## src/hw/rtl/usb_standard_request_handler_defines.svh

```systemverilog
// Assertion macros for the standard request handler RTL.
// Included by usrh_back, which carries the concurrent checks; needs clk and rst_n in scope.
`ifndef USB_STANDARD_REQUEST_HANDLER_DEFINES_SVH
`define USB_STANDARD_REQUEST_HANDLER_DEFINES_SVH

`ifndef SYNTHESIS

// Same-cycle implication, checked outside reset.
`define USRH_ASSERT_NOW(lbl, ante, cons, msg) \
    lbl: assert property (@(posedge clk) disable iff (!rst_n) (ante) |-> (cons)) \
        else $error(msg);

// Next-cycle implication, checked outside reset.
`define USRH_ASSERT_NEXT(lbl, ante, cons, msg) \
    lbl: assert property (@(posedge clk) disable iff (!rst_n) (ante) |=> (cons)) \
        else $error(msg);

`else

`define USRH_ASSERT_NOW(lbl, ante, cons, msg)
`define USRH_ASSERT_NEXT(lbl, ante, cons, msg)

`endif

`endif

```

## src/hw/rtl/usrh_pkg.sv

```systemverilog
// Types, codes and helper functions for the USB standard request handler.
// Used by the front decoder, the command queue, the back end and the top level.
`timescale 1ns / 1ps

package usrh_pkg;

    // Reply kinds carried on the result stream.
    typedef enum logic [1:0] {
        RESP_ACK     = 2'd0,
        RESP_DATA    = 2'd1,
        RESP_STALL   = 2'd2,
        RESP_FORWARD = 2'd3
    } resp_t;

    // Operations handed from the decoder to the back end.
    typedef enum logic [3:0] {
        OP_BUS_RESET,
        OP_FIXED,
        OP_EP_STATUS,
        OP_CLEAR_HALT,
        OP_SET_HALT,
        OP_SET_ADDRESS,
        OP_GET_CONFIG,
        OP_SET_CONFIG,
        OP_GET_INTERFACE,
        OP_SET_INTERFACE
    } op_t;

    // Standard request codes (bRequest).
    localparam logic [7:0] REQ_GET_STATUS        = 8'd0;
    localparam logic [7:0] REQ_CLEAR_FEATURE     = 8'd1;
    localparam logic [7:0] REQ_SET_FEATURE       = 8'd3;
    localparam logic [7:0] REQ_SET_ADDRESS       = 8'd5;
    localparam logic [7:0] REQ_GET_DESCRIPTOR    = 8'd6;
    localparam logic [7:0] REQ_GET_CONFIGURATION = 8'd8;
    localparam logic [7:0] REQ_SET_CONFIGURATION = 8'd9;
    localparam logic [7:0] REQ_GET_INTERFACE     = 8'd10;
    localparam logic [7:0] REQ_SET_INTERFACE     = 8'd11;

    // bmRequestType values that select a get status recipient.
    localparam logic [7:0] RTYPE_DEVICE_IN   = 8'h80;
    localparam logic [7:0] RTYPE_ENDPOINT_IN = 8'h82;
    localparam logic [4:0] RECIPIENT_DEVICE  = 5'd0;

    // Feature selectors.
    localparam logic [7:0] FEAT_ENDPOINT_HALT  = 8'd0;
    localparam logic [7:0] FEAT_REMOTE_WAKEUP  = 8'd1;

    // Descriptor types (high byte of wValue).
    localparam logic [7:0] DESC_DEVICE    = 8'd1;
    localparam logic [7:0] DESC_CONFIG    = 8'd2;
    localparam logic [7:0] DESC_STRING    = 8'd3;
    localparam logic [7:0] DESC_QUALIFIER = 8'd6;
    localparam logic [7:0] STRING_COUNT   = 8'd4;

    // Descriptor identifiers reported with a data reply.
    localparam logic [2:0] DID_NONE      = 3'd0;
    localparam logic [2:0] DID_DEVICE    = 3'd1;
    localparam logic [2:0] DID_QUALIFIER = 3'd2;
    localparam logic [2:0] DID_CONFIG    = 3'd3;
    localparam logic [2:0] DID_STRING0   = 3'd4;

    // Configuration register indexes.
    localparam int unsigned CFG_IDX_W = 3;
    localparam logic [CFG_IDX_W-1:0] REG_DEVICE_DESC_LEN    = 3'd0;
    localparam logic [CFG_IDX_W-1:0] REG_QUALIFIER_DESC_LEN = 3'd1;
    localparam logic [CFG_IDX_W-1:0] REG_CONFIG_TOTAL_LEN   = 3'd2;
    localparam logic [CFG_IDX_W-1:0] REG_LANG_STRING_LEN    = 3'd3;
    localparam logic [CFG_IDX_W-1:0] REG_VENDOR_STRING_LEN  = 3'd4;
    localparam logic [CFG_IDX_W-1:0] REG_PRODUCT_STRING_LEN = 3'd5;
    localparam logic [CFG_IDX_W-1:0] REG_SERIAL_STRING_LEN  = 3'd6;

    // Fixed reply lengths for inline replies.
    localparam logic [15:0] STATUS_LEN = 16'd2;
    localparam logic [15:0] ONE_BYTE_LEN = 16'd1;

    // Decoded command passed through the queue.
    typedef struct packed {
        op_t         op;
        resp_t       resp;
        logic [15:0] dlen;
        logic [7:0]  byte0;
        logic [2:0]  did;
        logic [3:0]  ep;
        logic [7:0]  value;
    } cmd_t;

    // One result word.
    typedef struct packed {
        resp_t       response;
        logic [15:0] data_length;
        logic [7:0]  first_byte;
        logic [7:0]  second_byte;
        logic [2:0]  descriptor_id;
        logic [6:0]  device_address;
        logic        address_update;
        logic        endpoints_configure;
        logic [7:0]  configuration_value;
    } result_t;

    // Clip a reply length to what the host asked for.
    function automatic logic [15:0] clip_len(input logic [15:0] n, input logic [15:0] limit);
        return (n < limit) ? n : limit;
    endfunction

endpackage

```

## src/hw/rtl/usrh_front.sv

```systemverilog
// Front end: holds the descriptor length registers and decodes each setup word.
// Depends on usrh_pkg; feeds decoded commands to usrh_fifo.
`timescale 1ns / 1ps

module usrh_front #(
    parameter int unsigned NUM_ENDPOINTS = 4
) (
    input  logic                              clk,
    input  logic                              rst_n,
    input  logic                              cfg_wr_en,
    input  logic [usrh_pkg::CFG_IDX_W-1:0]    cfg_index,
    input  logic [15:0]                       cfg_data,
    input  logic                              mode,
    input  logic [7:0]                        request_type,
    input  logic [7:0]                        request_code,
    input  logic [7:0]                        value_low,
    input  logic [7:0]                        value_high,
    input  logic [15:0]                       index_word,
    input  logic [15:0]                       length_word,
    output usrh_pkg::cmd_t                    cmd
);

    localparam logic [4:0] EP_LIMIT = 5'(NUM_ENDPOINTS);

    logic [7:0]  device_len_reg;
    logic [7:0]  qualifier_len_reg;
    logic [15:0] config_len_reg;
    logic [7:0]  lang_len_reg;
    logic [7:0]  vendor_len_reg;
    logic [7:0]  product_len_reg;
    logic [7:0]  serial_len_reg;
    logic        ep_ok;
    logic [7:0]  string_len;
    logic [15:0] desc_len;
    logic [2:0]  desc_id;

    // Descriptor length registers, written by user only while idle; unchecked.
    always_ff @(posedge clk or negedge rst_n)
    begin
        if (!rst_n)
        begin
            device_len_reg    <= 8'd18;
            qualifier_len_reg <= 8'd10;
            config_len_reg    <= 16'd32;
            lang_len_reg      <= 8'd4;
            vendor_len_reg    <= 8'd0;
            product_len_reg   <= 8'd0;
            serial_len_reg    <= 8'd0;
        end
        else if (cfg_wr_en)
        begin
            case (cfg_index)
                usrh_pkg::REG_DEVICE_DESC_LEN:    device_len_reg    <= cfg_data[7:0];
                usrh_pkg::REG_QUALIFIER_DESC_LEN: qualifier_len_reg <= cfg_data[7:0];
                usrh_pkg::REG_CONFIG_TOTAL_LEN:   config_len_reg    <= cfg_data;
                usrh_pkg::REG_LANG_STRING_LEN:    lang_len_reg      <= cfg_data[7:0];
                usrh_pkg::REG_VENDOR_STRING_LEN:  vendor_len_reg    <= cfg_data[7:0];
                usrh_pkg::REG_PRODUCT_STRING_LEN: product_len_reg   <= cfg_data[7:0];
                usrh_pkg::REG_SERIAL_STRING_LEN:  serial_len_reg    <= cfg_data[7:0];
                default:
                begin
                end
            endcase
        end
    end

    // Endpoint number range check on the low nibble of wIndex.
    assign ep_ok = {1'b0, index_word[3:0]} < EP_LIMIT;

    // String descriptor length by string index.
    always_comb
    begin
        case (value_low[1:0])
            2'd0:    string_len = lang_len_reg;
            2'd1:    string_len = vendor_len_reg;
            2'd2:    string_len = product_len_reg;
            default: string_len = serial_len_reg;
        endcase
    end

    // Descriptor selection; an unknown type leaves the id at none.
    always_comb
    begin
        desc_id  = usrh_pkg::DID_NONE;
        desc_len = 16'd0;
        case (value_high)
            usrh_pkg::DESC_DEVICE:
            begin
                desc_id  = usrh_pkg::DID_DEVICE;
                desc_len = {8'd0, device_len_reg};
            end
            usrh_pkg::DESC_QUALIFIER:
            begin
                desc_id  = usrh_pkg::DID_QUALIFIER;
                desc_len = {8'd0, qualifier_len_reg};
            end
            usrh_pkg::DESC_CONFIG:
            begin
                desc_id  = usrh_pkg::DID_CONFIG;
                desc_len = config_len_reg;
            end
            usrh_pkg::DESC_STRING:
            begin
                if (value_low < usrh_pkg::STRING_COUNT)
                begin
                    desc_id  = usrh_pkg::DID_STRING0 + {1'b0, value_low[1:0]};
                    desc_len = {8'd0, string_len};
                end
            end
            default:
            begin
            end
        endcase
    end

    // Request classification into a command for the back end.
    always_comb
    begin
        cmd.op    = usrh_pkg::OP_FIXED;
        cmd.resp  = usrh_pkg::RESP_ACK;
        cmd.dlen  = 16'd0;
        cmd.byte0 = 8'd0;
        cmd.did   = usrh_pkg::DID_NONE;
        cmd.ep    = index_word[3:0];
        cmd.value = value_low;
        if (mode)
        begin
            cmd.op = usrh_pkg::OP_BUS_RESET;
        end
        else if (request_type[6:5] != 2'd0)
        begin
            cmd.resp = usrh_pkg::RESP_FORWARD;
        end
        else
        begin
            case (request_code)
                usrh_pkg::REQ_GET_STATUS:
                begin
                    if (request_type == usrh_pkg::RTYPE_ENDPOINT_IN && !ep_ok)
                    begin
                        cmd.resp = usrh_pkg::RESP_STALL;
                    end
                    else
                    begin
                        cmd.resp = usrh_pkg::RESP_DATA;
                        cmd.dlen = usrh_pkg::clip_len(usrh_pkg::STATUS_LEN, length_word);
                        if (request_type == usrh_pkg::RTYPE_ENDPOINT_IN)
                        begin
                            cmd.op = usrh_pkg::OP_EP_STATUS;
                        end
                        else if (request_type == usrh_pkg::RTYPE_DEVICE_IN)
                        begin
                            // Self powered.
                            cmd.byte0 = 8'd1;
                        end
                    end
                end
                usrh_pkg::REQ_CLEAR_FEATURE, usrh_pkg::REQ_SET_FEATURE:
                begin
                    if (value_low == usrh_pkg::FEAT_REMOTE_WAKEUP)
                    begin
                        cmd.resp = usrh_pkg::RESP_ACK;
                    end
                    else if (value_low == usrh_pkg::FEAT_ENDPOINT_HALT && ep_ok)
                    begin
                        cmd.op = (request_code == usrh_pkg::REQ_CLEAR_FEATURE)
                               ? usrh_pkg::OP_CLEAR_HALT : usrh_pkg::OP_SET_HALT;
                    end
                    else
                    begin
                        cmd.resp = usrh_pkg::RESP_STALL;
                    end
                end
                usrh_pkg::REQ_SET_ADDRESS:
                begin
                    cmd.op = usrh_pkg::OP_SET_ADDRESS;
                end
                usrh_pkg::REQ_GET_DESCRIPTOR:
                begin
                    if (desc_id == usrh_pkg::DID_NONE)
                    begin
                        cmd.resp = usrh_pkg::RESP_STALL;
                    end
                    else
                    begin
                        cmd.resp = usrh_pkg::RESP_DATA;
                        cmd.did  = desc_id;
                        cmd.dlen = usrh_pkg::clip_len(desc_len, length_word);
                    end
                end
                usrh_pkg::REQ_GET_CONFIGURATION:
                begin
                    cmd.op   = usrh_pkg::OP_GET_CONFIG;
                    cmd.resp = usrh_pkg::RESP_DATA;
                    cmd.dlen = usrh_pkg::clip_len(usrh_pkg::ONE_BYTE_LEN, length_word);
                end
                usrh_pkg::REQ_SET_CONFIGURATION:
                begin
                    if (request_type[4:0] == usrh_pkg::RECIPIENT_DEVICE)
                    begin
                        cmd.op = usrh_pkg::OP_SET_CONFIG;
                    end
                    else
                    begin
                        cmd.resp = usrh_pkg::RESP_STALL;
                    end
                end
                usrh_pkg::REQ_GET_INTERFACE:
                begin
                    cmd.op   = usrh_pkg::OP_GET_INTERFACE;
                    cmd.resp = usrh_pkg::RESP_DATA;
                    cmd.dlen = usrh_pkg::clip_len(usrh_pkg::ONE_BYTE_LEN, length_word);
                end
                usrh_pkg::REQ_SET_INTERFACE:
                begin
                    cmd.op = usrh_pkg::OP_SET_INTERFACE;
                end
                default:
                begin
                    cmd.resp = usrh_pkg::RESP_STALL;
                end
            endcase
        end
    end

endmodule

```

## src/hw/rtl/usrh_fifo.sv

```systemverilog
// Two-entry command queue between the decoder and the back end.
// Depends on usrh_pkg for the command type.
`timescale 1ns / 1ps

module usrh_fifo (
    input  logic           clk,
    input  logic           rst_n,
    input  logic           push_valid,
    output logic           push_ready,
    input  usrh_pkg::cmd_t push_data,
    output logic           pop_valid,
    input  logic           pop_ready,
    output usrh_pkg::cmd_t pop_data
);

    usrh_pkg::cmd_t entry_reg [2];
    logic           wr_ptr_reg;
    logic           wr_ptr_next;
    logic           rd_ptr_reg;
    logic           rd_ptr_next;
    logic [1:0]     count_reg;
    logic [1:0]     count_next;
    logic           push;
    logic           pop;

    assign push_ready = (count_reg != 2'd2);
    assign pop_valid  = (count_reg != 2'd0);
    assign push       = push_valid && push_ready;
    assign pop        = pop_valid && pop_ready;
    assign pop_data   = entry_reg[rd_ptr_reg];

    // Pointer and fill count update.
    always_comb
    begin
        wr_ptr_next = push ? ~wr_ptr_reg : wr_ptr_reg;
        rd_ptr_next = pop ? ~rd_ptr_reg : rd_ptr_reg;
        count_next  = count_reg + {1'b0, push} - {1'b0, pop};
    end

    always_ff @(posedge clk or negedge rst_n)
    begin
        if (!rst_n)
        begin
            wr_ptr_reg <= 1'b0;
            rd_ptr_reg <= 1'b0;
            count_reg  <= 2'd0;
        end
        else
        begin
            wr_ptr_reg <= wr_ptr_next;
            rd_ptr_reg <= rd_ptr_next;
            count_reg  <= count_next;
        end
    end

    // Entry storage.
    always_ff @(posedge clk)
    begin
        if (push)
        begin
            entry_reg[wr_ptr_reg] <= push_data;
        end
    end

endmodule

```

## src/hw/rtl/usrh_back.sv

```systemverilog
// Back end: device state (address, configuration, interface, halt bits) and result register.
// Depends on usrh_pkg and the assertion macros header.
`timescale 1ns / 1ps
`include "usb_standard_request_handler_defines.svh"

module usrh_back #(
    parameter int unsigned NUM_ENDPOINTS = 4
) (
    input  logic              clk,
    input  logic              rst_n,
    input  logic              cmd_valid,
    output logic              cmd_ready,
    input  usrh_pkg::cmd_t    cmd,
    output logic              out_valid,
    input  logic              out_ready,
    output usrh_pkg::result_t out_data
);

    localparam int unsigned EP_IDX_W = (NUM_ENDPOINTS > 1) ? $clog2(NUM_ENDPOINTS) : 1;

    logic [6:0]               address_reg;
    logic [6:0]               address_next;
    logic [7:0]               config_reg;
    logic [7:0]               config_next;
    logic [7:0]               interface_reg;
    logic [7:0]               interface_next;
    logic [NUM_ENDPOINTS-1:0] halt_reg;
    logic [NUM_ENDPOINTS-1:0] halt_next;
    logic                     valid_reg;
    logic                     valid_next;
    usrh_pkg::result_t        result_reg;
    usrh_pkg::result_t        result_next;
    logic [EP_IDX_W-1:0]      ep_idx;
    logic                     pop;

    assign cmd_ready = !valid_reg || out_ready;
    assign pop       = cmd_valid && cmd_ready;
    assign ep_idx    = cmd.ep[EP_IDX_W-1:0];
    assign out_valid = valid_reg;
    assign out_data  = result_reg;

    // Execute one command against the device state.
    always_comb
    begin
        address_next   = address_reg;
        config_next    = config_reg;
        interface_next = interface_reg;
        halt_next      = halt_reg;
        result_next.response            = cmd.resp;
        result_next.data_length         = cmd.dlen;
        result_next.first_byte          = cmd.byte0;
        result_next.second_byte         = 8'd0;
        result_next.descriptor_id       = cmd.did;
        result_next.address_update      = 1'b0;
        result_next.endpoints_configure = 1'b0;
        case (cmd.op)
            usrh_pkg::OP_BUS_RESET:
            begin
                address_next   = 7'd0;
                config_next    = 8'd0;
                interface_next = 8'd0;
                halt_next      = '0;
            end
            usrh_pkg::OP_EP_STATUS:
            begin
                result_next.first_byte = {7'd0, halt_reg[ep_idx]};
            end
            usrh_pkg::OP_CLEAR_HALT:
            begin
                halt_next[ep_idx] = 1'b0;
            end
            usrh_pkg::OP_SET_HALT:
            begin
                halt_next[ep_idx] = 1'b1;
            end
            usrh_pkg::OP_SET_ADDRESS:
            begin
                address_next               = cmd.value[6:0];
                result_next.address_update = 1'b1;
            end
            usrh_pkg::OP_GET_CONFIG:
            begin
                result_next.first_byte = config_reg;
            end
            usrh_pkg::OP_SET_CONFIG:
            begin
                config_next                     = cmd.value;
                result_next.endpoints_configure = 1'b1;
            end
            usrh_pkg::OP_GET_INTERFACE:
            begin
                result_next.first_byte = interface_reg;
            end
            usrh_pkg::OP_SET_INTERFACE:
            begin
                interface_next = cmd.value;
            end
            default:
            begin
            end
        endcase
        result_next.device_address      = address_next;
        result_next.configuration_value = config_next;
    end

    // Result register valid flag: loads on a pop, clears when taken.
    always_comb
    begin
        if (pop)
        begin
            valid_next = 1'b1;
        end
        else if (out_ready)
        begin
            valid_next = 1'b0;
        end
        else
        begin
            valid_next = valid_reg;
        end
    end

    // Device state and output valid.
    always_ff @(posedge clk or negedge rst_n)
    begin
        if (!rst_n)
        begin
            address_reg   <= 7'd0;
            config_reg    <= 8'd0;
            interface_reg <= 8'd0;
            halt_reg      <= '0;
            valid_reg     <= 1'b0;
        end
        else
        begin
            valid_reg <= valid_next;
            if (pop)
            begin
                address_reg   <= address_next;
                config_reg    <= config_next;
                interface_reg <= interface_next;
                halt_reg      <= halt_next;
            end
        end
    end

    // Result payload.
    always_ff @(posedge clk)
    begin
        if (pop)
        begin
            result_reg <= result_next;
        end
    end

    // A held result must not be overwritten by a new command.
    `USRH_ASSERT_NOW(a_no_overwrite, valid_reg && !out_ready, !pop, "result overwritten while stalled")
    // A bus reset leaves the device unaddressed and unconfigured.
    `USRH_ASSERT_NEXT(a_bus_reset, pop && cmd.op == usrh_pkg::OP_BUS_RESET, address_reg == 7'd0 && config_reg == 8'd0 && halt_reg == '0, "bus reset did not clear state")
    // A set address shows the new address with the update flag.
    `USRH_ASSERT_NEXT(a_set_address, pop && cmd.op == usrh_pkg::OP_SET_ADDRESS, valid_reg && result_reg.address_update && result_reg.device_address == $past(cmd.value[6:0]), "set address result wrong")
    // The reported address always tracks the state register.
    `USRH_ASSERT_NOW(a_addr_tracks, valid_reg, result_reg.device_address == address_reg || pop, "result address differs from state")

endmodule

```

## src/hw/rtl/usb_standard_request_handler.sv

```systemverilog
// USB standard (chapter 9) request handler - top level.
// Channels: s_* carries one decoded setup packet or bus reset event per word;
//   s_tuser is the mode bit (0 setup packet, 1 bus reset).
// m_* carries exactly one result word for every accepted input word, in order;
//   m_tuser is the response code (ack, data, stall, forward to class).
// cfg_wr_en/cfg_index/cfg_data write the descriptor length registers; write them
//   only while no request is in flight.
// Each word goes through a queue entry and then the result register to reach m_*.
// Throughput: one word per cycle while m_tready stays high; the decoder, a two-entry
//   command queue and the back end state register each take one word per cycle.
// When the receiver holds m_tready low the result register holds its word, the
//   queue fills, and s_tready drops once both queue entries are occupied.
// Reset clears the device address, configuration, interface and halt bits, empties
//   the queue and the result register, and loads the default descriptor lengths.
// Depends on usrh_pkg, usrh_front, usrh_fifo and usrh_back.
`timescale 1ns / 1ps

module usb_standard_request_handler #(
    parameter int unsigned NUM_ENDPOINTS = 4
) (
    input  logic                           clk,
    input  logic                           rst_n,
    input  logic                           cfg_wr_en,
    input  logic [usrh_pkg::CFG_IDX_W-1:0] cfg_index,
    input  logic [15:0]                    cfg_data,
    input  logic                           s_tvalid,
    output logic                           s_tready,
    // request_type[7:0], request_code[15:8], value_low[23:16], value_high[31:24],
    // index_word[47:32], length_word[63:48]
    input  logic [63:0]                    s_tdata,
    // mode[0]
    input  logic [0:0]                     s_tuser,
    output logic                           m_tvalid,
    input  logic                           m_tready,
    // data_length[15:0], first_byte[23:16], second_byte[31:24], descriptor_id[34:32],
    // device_address[41:35], address_update[42], endpoints_configure[43],
    // configuration_value[51:44], zero fill[55:52]
    output logic [55:0]                    m_tdata,
    // response[1:0]
    output logic [1:0]                     m_tuser
);

    usrh_pkg::cmd_t    front_cmd;
    usrh_pkg::cmd_t    queue_cmd;
    logic              queue_valid;
    logic              queue_ready;
    usrh_pkg::result_t result;

    // Decode the incoming word.
    usrh_front #(
        .NUM_ENDPOINTS (NUM_ENDPOINTS)
    ) u_front (
        .clk          (clk),
        .rst_n        (rst_n),
        .cfg_wr_en    (cfg_wr_en),
        .cfg_index    (cfg_index),
        .cfg_data     (cfg_data),
        .mode         (s_tuser[0]),
        .request_type (s_tdata[7:0]),
        .request_code (s_tdata[15:8]),
        .value_low    (s_tdata[23:16]),
        .value_high   (s_tdata[31:24]),
        .index_word   (s_tdata[47:32]),
        .length_word  (s_tdata[63:48]),
        .cmd          (front_cmd)
    );

    // Queue decoded commands.
    usrh_fifo u_fifo (
        .clk        (clk),
        .rst_n      (rst_n),
        .push_valid (s_tvalid),
        .push_ready (s_tready),
        .push_data  (front_cmd),
        .pop_valid  (queue_valid),
        .pop_ready  (queue_ready),
        .pop_data   (queue_cmd)
    );

    // Execute against device state and register the result.
    usrh_back #(
        .NUM_ENDPOINTS (NUM_ENDPOINTS)
    ) u_back (
        .clk       (clk),
        .rst_n     (rst_n),
        .cmd_valid (queue_valid),
        .cmd_ready (queue_ready),
        .cmd       (queue_cmd),
        .out_valid (m_tvalid),
        .out_ready (m_tready),
        .out_data  (result)
    );

    // Pack the result word.
    assign m_tuser = result.response;
    assign m_tdata = {4'd0,
                      result.configuration_value,
                      result.endpoints_configure,
                      result.address_update,
                      result.device_address,
                      result.descriptor_id,
                      result.second_byte,
                      result.first_byte,
                      result.data_length};

endmodule

```

## config.mk

```make
export PLATFORM = sky130hd
export DESIGN_NAME = usb_standard_request_handler
export DESIGN_NICKNAME = d
export VERILOG_FILES = /design/src/hw/rtl/usrh_pkg.sv /design/src/hw/rtl/usrh_front.sv /design/src/hw/rtl/usrh_fifo.sv /design/src/hw/rtl/usrh_back.sv /design/src/hw/rtl/usb_standard_request_handler.sv
export VERILOG_INCLUDE_DIRS = /design/src /design/src/hw/rtl
export SDC_FILE = /design/constraint.sdc
export NUM_CORES = 1
export LEC_CHECK = 0
export ABC_AREA = 1
export BUFFER_PORTS_ARGS = -buffer_cell sky130_fd_sc_hd__buf_2
export CELL_PAD_IN_SITES_DETAIL_PLACEMENT = 1
export CELL_PAD_IN_SITES_GLOBAL_PLACEMENT = 1
export CORE_MARGIN = 5
export CORE_UTILIZATION = 42
export CTS_BUF_LIST = sky130_fd_sc_hd__clkbuf_2
export DETAILED_ROUTE_END_ITERATION = 8
export GPL_ROUTABILITY_DRIVEN = 0
export HOLD_SLACK_MARGIN = 0.05
export PLACE_DENSITY = 0.86
export SLEW_MARGIN = 20
export SYNTH_ARGS = -nofsm -noshare
export SYNTH_HDL_FRONTEND = slang
export SYNTH_HIERARCHICAL = 1
export SYNTH_SLANG_ARGS = --single-unit
```

## constraint.sdc

```tcl
create_clock -name clk -period 3 [get_ports clk]
set_input_delay 0.15 -clock clk [delete_from_list [all_inputs] [get_ports clk]]
set_output_delay 0.15 -clock clk [all_outputs]
set_load 0.1 [all_outputs]
```

==> reports/metrics.cfg <==
[outcome]
status = finished, violations left
violations = negative setup slack

[setup_path]
startpoint_type = input port
critPathKind = in2reg
r2r_cells = 18
arrival_ps = 3850
cp-startpoint = s_tdata[27]
ff2ff_setup_slack_ps = -50
end_kind = flip-flop
crit_end = u_fifo/entry_reg[0][27]
path_max_fanout = 5
r2r_end = u_fifo/entry_reg[0][27]
crit_required_ps = 3670
r2r-start = u_front/vendor_len_reg[2]

[drt]
routed_wl_microns = 40420
viasPerCell = 5.500
route.detailed.drc = 0
firstDrtPassIters = 5
drtIter0Drc = 1060
ant_nets = 0
wire_per_inst_microns = 21.90
num_vias = 10153

[global_route]
grt_pass1_wl_microns = 58030
grt_overflow = 0
grt_pass1_vias = 10654
grt_max_degree = 56
antenna_found_initial = 3
grt_usage = 0.2534

[power]
p_seq_frac = 0.379
p_sw_frac = 0.5070
total_power_mw = 12.69
peakVddDrop_uv = 934.4
combPwrFrac = 0.441
powerDensity_nw_per_um2 = 930.9
p_int_mw = 6.254
p_clk_frac = 0.180
p_leak_nw = 6.532
p_switching_mw = 6.432

[die]
die_area_sq_um = 29300
num_rows = 59
core_sq_um = 25840
die_h_microns = 171.2
die_x_microns = 171.2
start_util = 0.4223
io_pins = 149

[clocking]
cts_tree = built
clockBufferDepth = 3
cts-root-buf = clkbuf_2
numCtsBuffers = 59
cts.clk_slew.worst_paths_ps = 100
clock_latency_ps = 890
clock_sinks = 228
h-tree-depth = 2

[finish]
nNetsFinal = 1563
area_growth_pct = 24.89
largest_reg_flops = 86
drive_gt1_frac = 0.2289
fin_util = 0.5275
design_area_sq_um = 13630

[sta]
fin_crit_ps = 3186
timing_worst_slew_pin_value_ps = 951.8
maxSlewHeadroom = 0.3640
fin_skew_ps = 73.51
layout_setup_ws_ps = -186.4
min_period_over_period = 1.062
hold_violations = 0
hold_ws_ps = 123.3
max_freq_mhz = 313.8
setup_violations = 30
finalMaxSlewViolations = 0

[logic_synthesis]
syn_inst = 1176
syn_area_per_cell_sq_um = 9.279
synth_warnings = 6
syn-cell-area_sq_um = 10910

[place]
placed_cell_area_sq_um = 11830
dpl.hpwl_microns = 22420
io_buffers = 124

[worst_hold_path]
worstHoldPathType = in2reg

[job]
maxCapViolations = 0

## critical path, stage by stage
cell           delay, ps
dlygate4sd3_1        550
buf_2                150
nor2_2               180
buf_4                160
nand2_2               90
clkinvlp_4           150
buf_4                160
buf_4                110
nand2_1               70
inv_1                130
ha_1                 310
nand3b_1             130
a21oi_1              190
a2111oi_4            390
buf_4                210
nand2_4              100
buf_4                180
nand2_1               60
nand3_1              150
nor2_2               250
## layout by cell type (no fill, tap or decap), types with 3 or more instances in the layout
cell / instances
nor3_2: 5
nand3_1: 75
a21oi_1: 14
nand3_2: 3
ha_1: 14
diode_2: 4
nand2_2: 11
nor2_2: 10
or2_2: 4
nor2_4: 6
nand2_4: 4
clkbuf_2: 88
dfrtp_1: 90
buf_2: 123
nor2_1: 52
o21ai_0: 71
ha_4: 3
nand2_1: 433
conb_1: 19
clkinv_4: 3
inv_2: 11
inv_1: 100
edfxtp_1: 132
buf_4: 35
clkinv_1: 19
mux2_2: 6
a21oi_2: 5
nor3_1: 7
nand4_1: 6
dlygate4sd3_1: 97
o21ai_1: 10
dfstp_2: 6
nor4_1: 7
## through the flow
stage | cells | setup slack [ps] | TNS (ps)
6_report | 1846 | -186.4 | -3164
2_1_floorplan | 1192 | 127.4 | 0
3_5_place_dp | 1624 | -82.94 | -1067
3_3_place_gp | 1624 | 47.14 | 0
5_1_grt | 1845 | -160.5 | -2792
4_1_cts | 1833 | 124.4 | 0
## how the worst min path moves through the flow
stage | start | to | slack [ps] | cells after the start
after floorplan | rst_n | u_back/address_reg[0] | -150 | 0
after global placement | rst_n | u_back/config_reg[5] | 280 | 1
after detailed placement | rst_n | u_back/config_reg[3] | 280 | 1
after CTS | m_tready | u_back/out_valid | 50 | 5
after global routing | s_tdata[32] | u_fifo/entry_reg[1][8] | 90 | 2
final | s_tdata[32] | u_fifo/entry_reg[1][8] | 120 | 2
## power by group through the flow
stage                     logic [mW]  clock network, mW  registers, mW
after global routing            5.87               2.53           4.87
after floorplan                 1.94                  0           7.14
final                           5.60               2.29           4.80
after detailed placement        5.33                  0           4.83
after CTS                       5.46               2.25           4.76
after global placement          5.16                  0           4.75
## metal layers
layer,vias to the layer above,track usage,share of wire
li1,4418,-,-
met1,4969,0.2842,0.36
met2,577,0.4545,0.50
met3,189,0.05056,0.070
met4,0,0.1343,0.065
met5,-,0,0
## final cells by class
type | count | area, sq um
multi-input cells | 794 | 3889
clock buffers | 88 | 440.4
well taps | 335 | 419.2
flip-flops and latches | 228 | 6374
inverters | 114 | 439.2
clock inverters | 23 | 123.9
repair inverters | 1 | 5.005
repair buffers | 259 | 1928
diodes | 4 | 10.01
fillers | 3048 | 12210
## repair_timing
action | 4_1_cts | 5_1_grt
resized for setup | 0 | 41
hold buffers | 98 | 0
endpoints found under the hold margin | 291 | 0
setup endpoints to repair | 0 | 34
buffers inserted | 0 | 8
(Power assumes the default switching activity.)
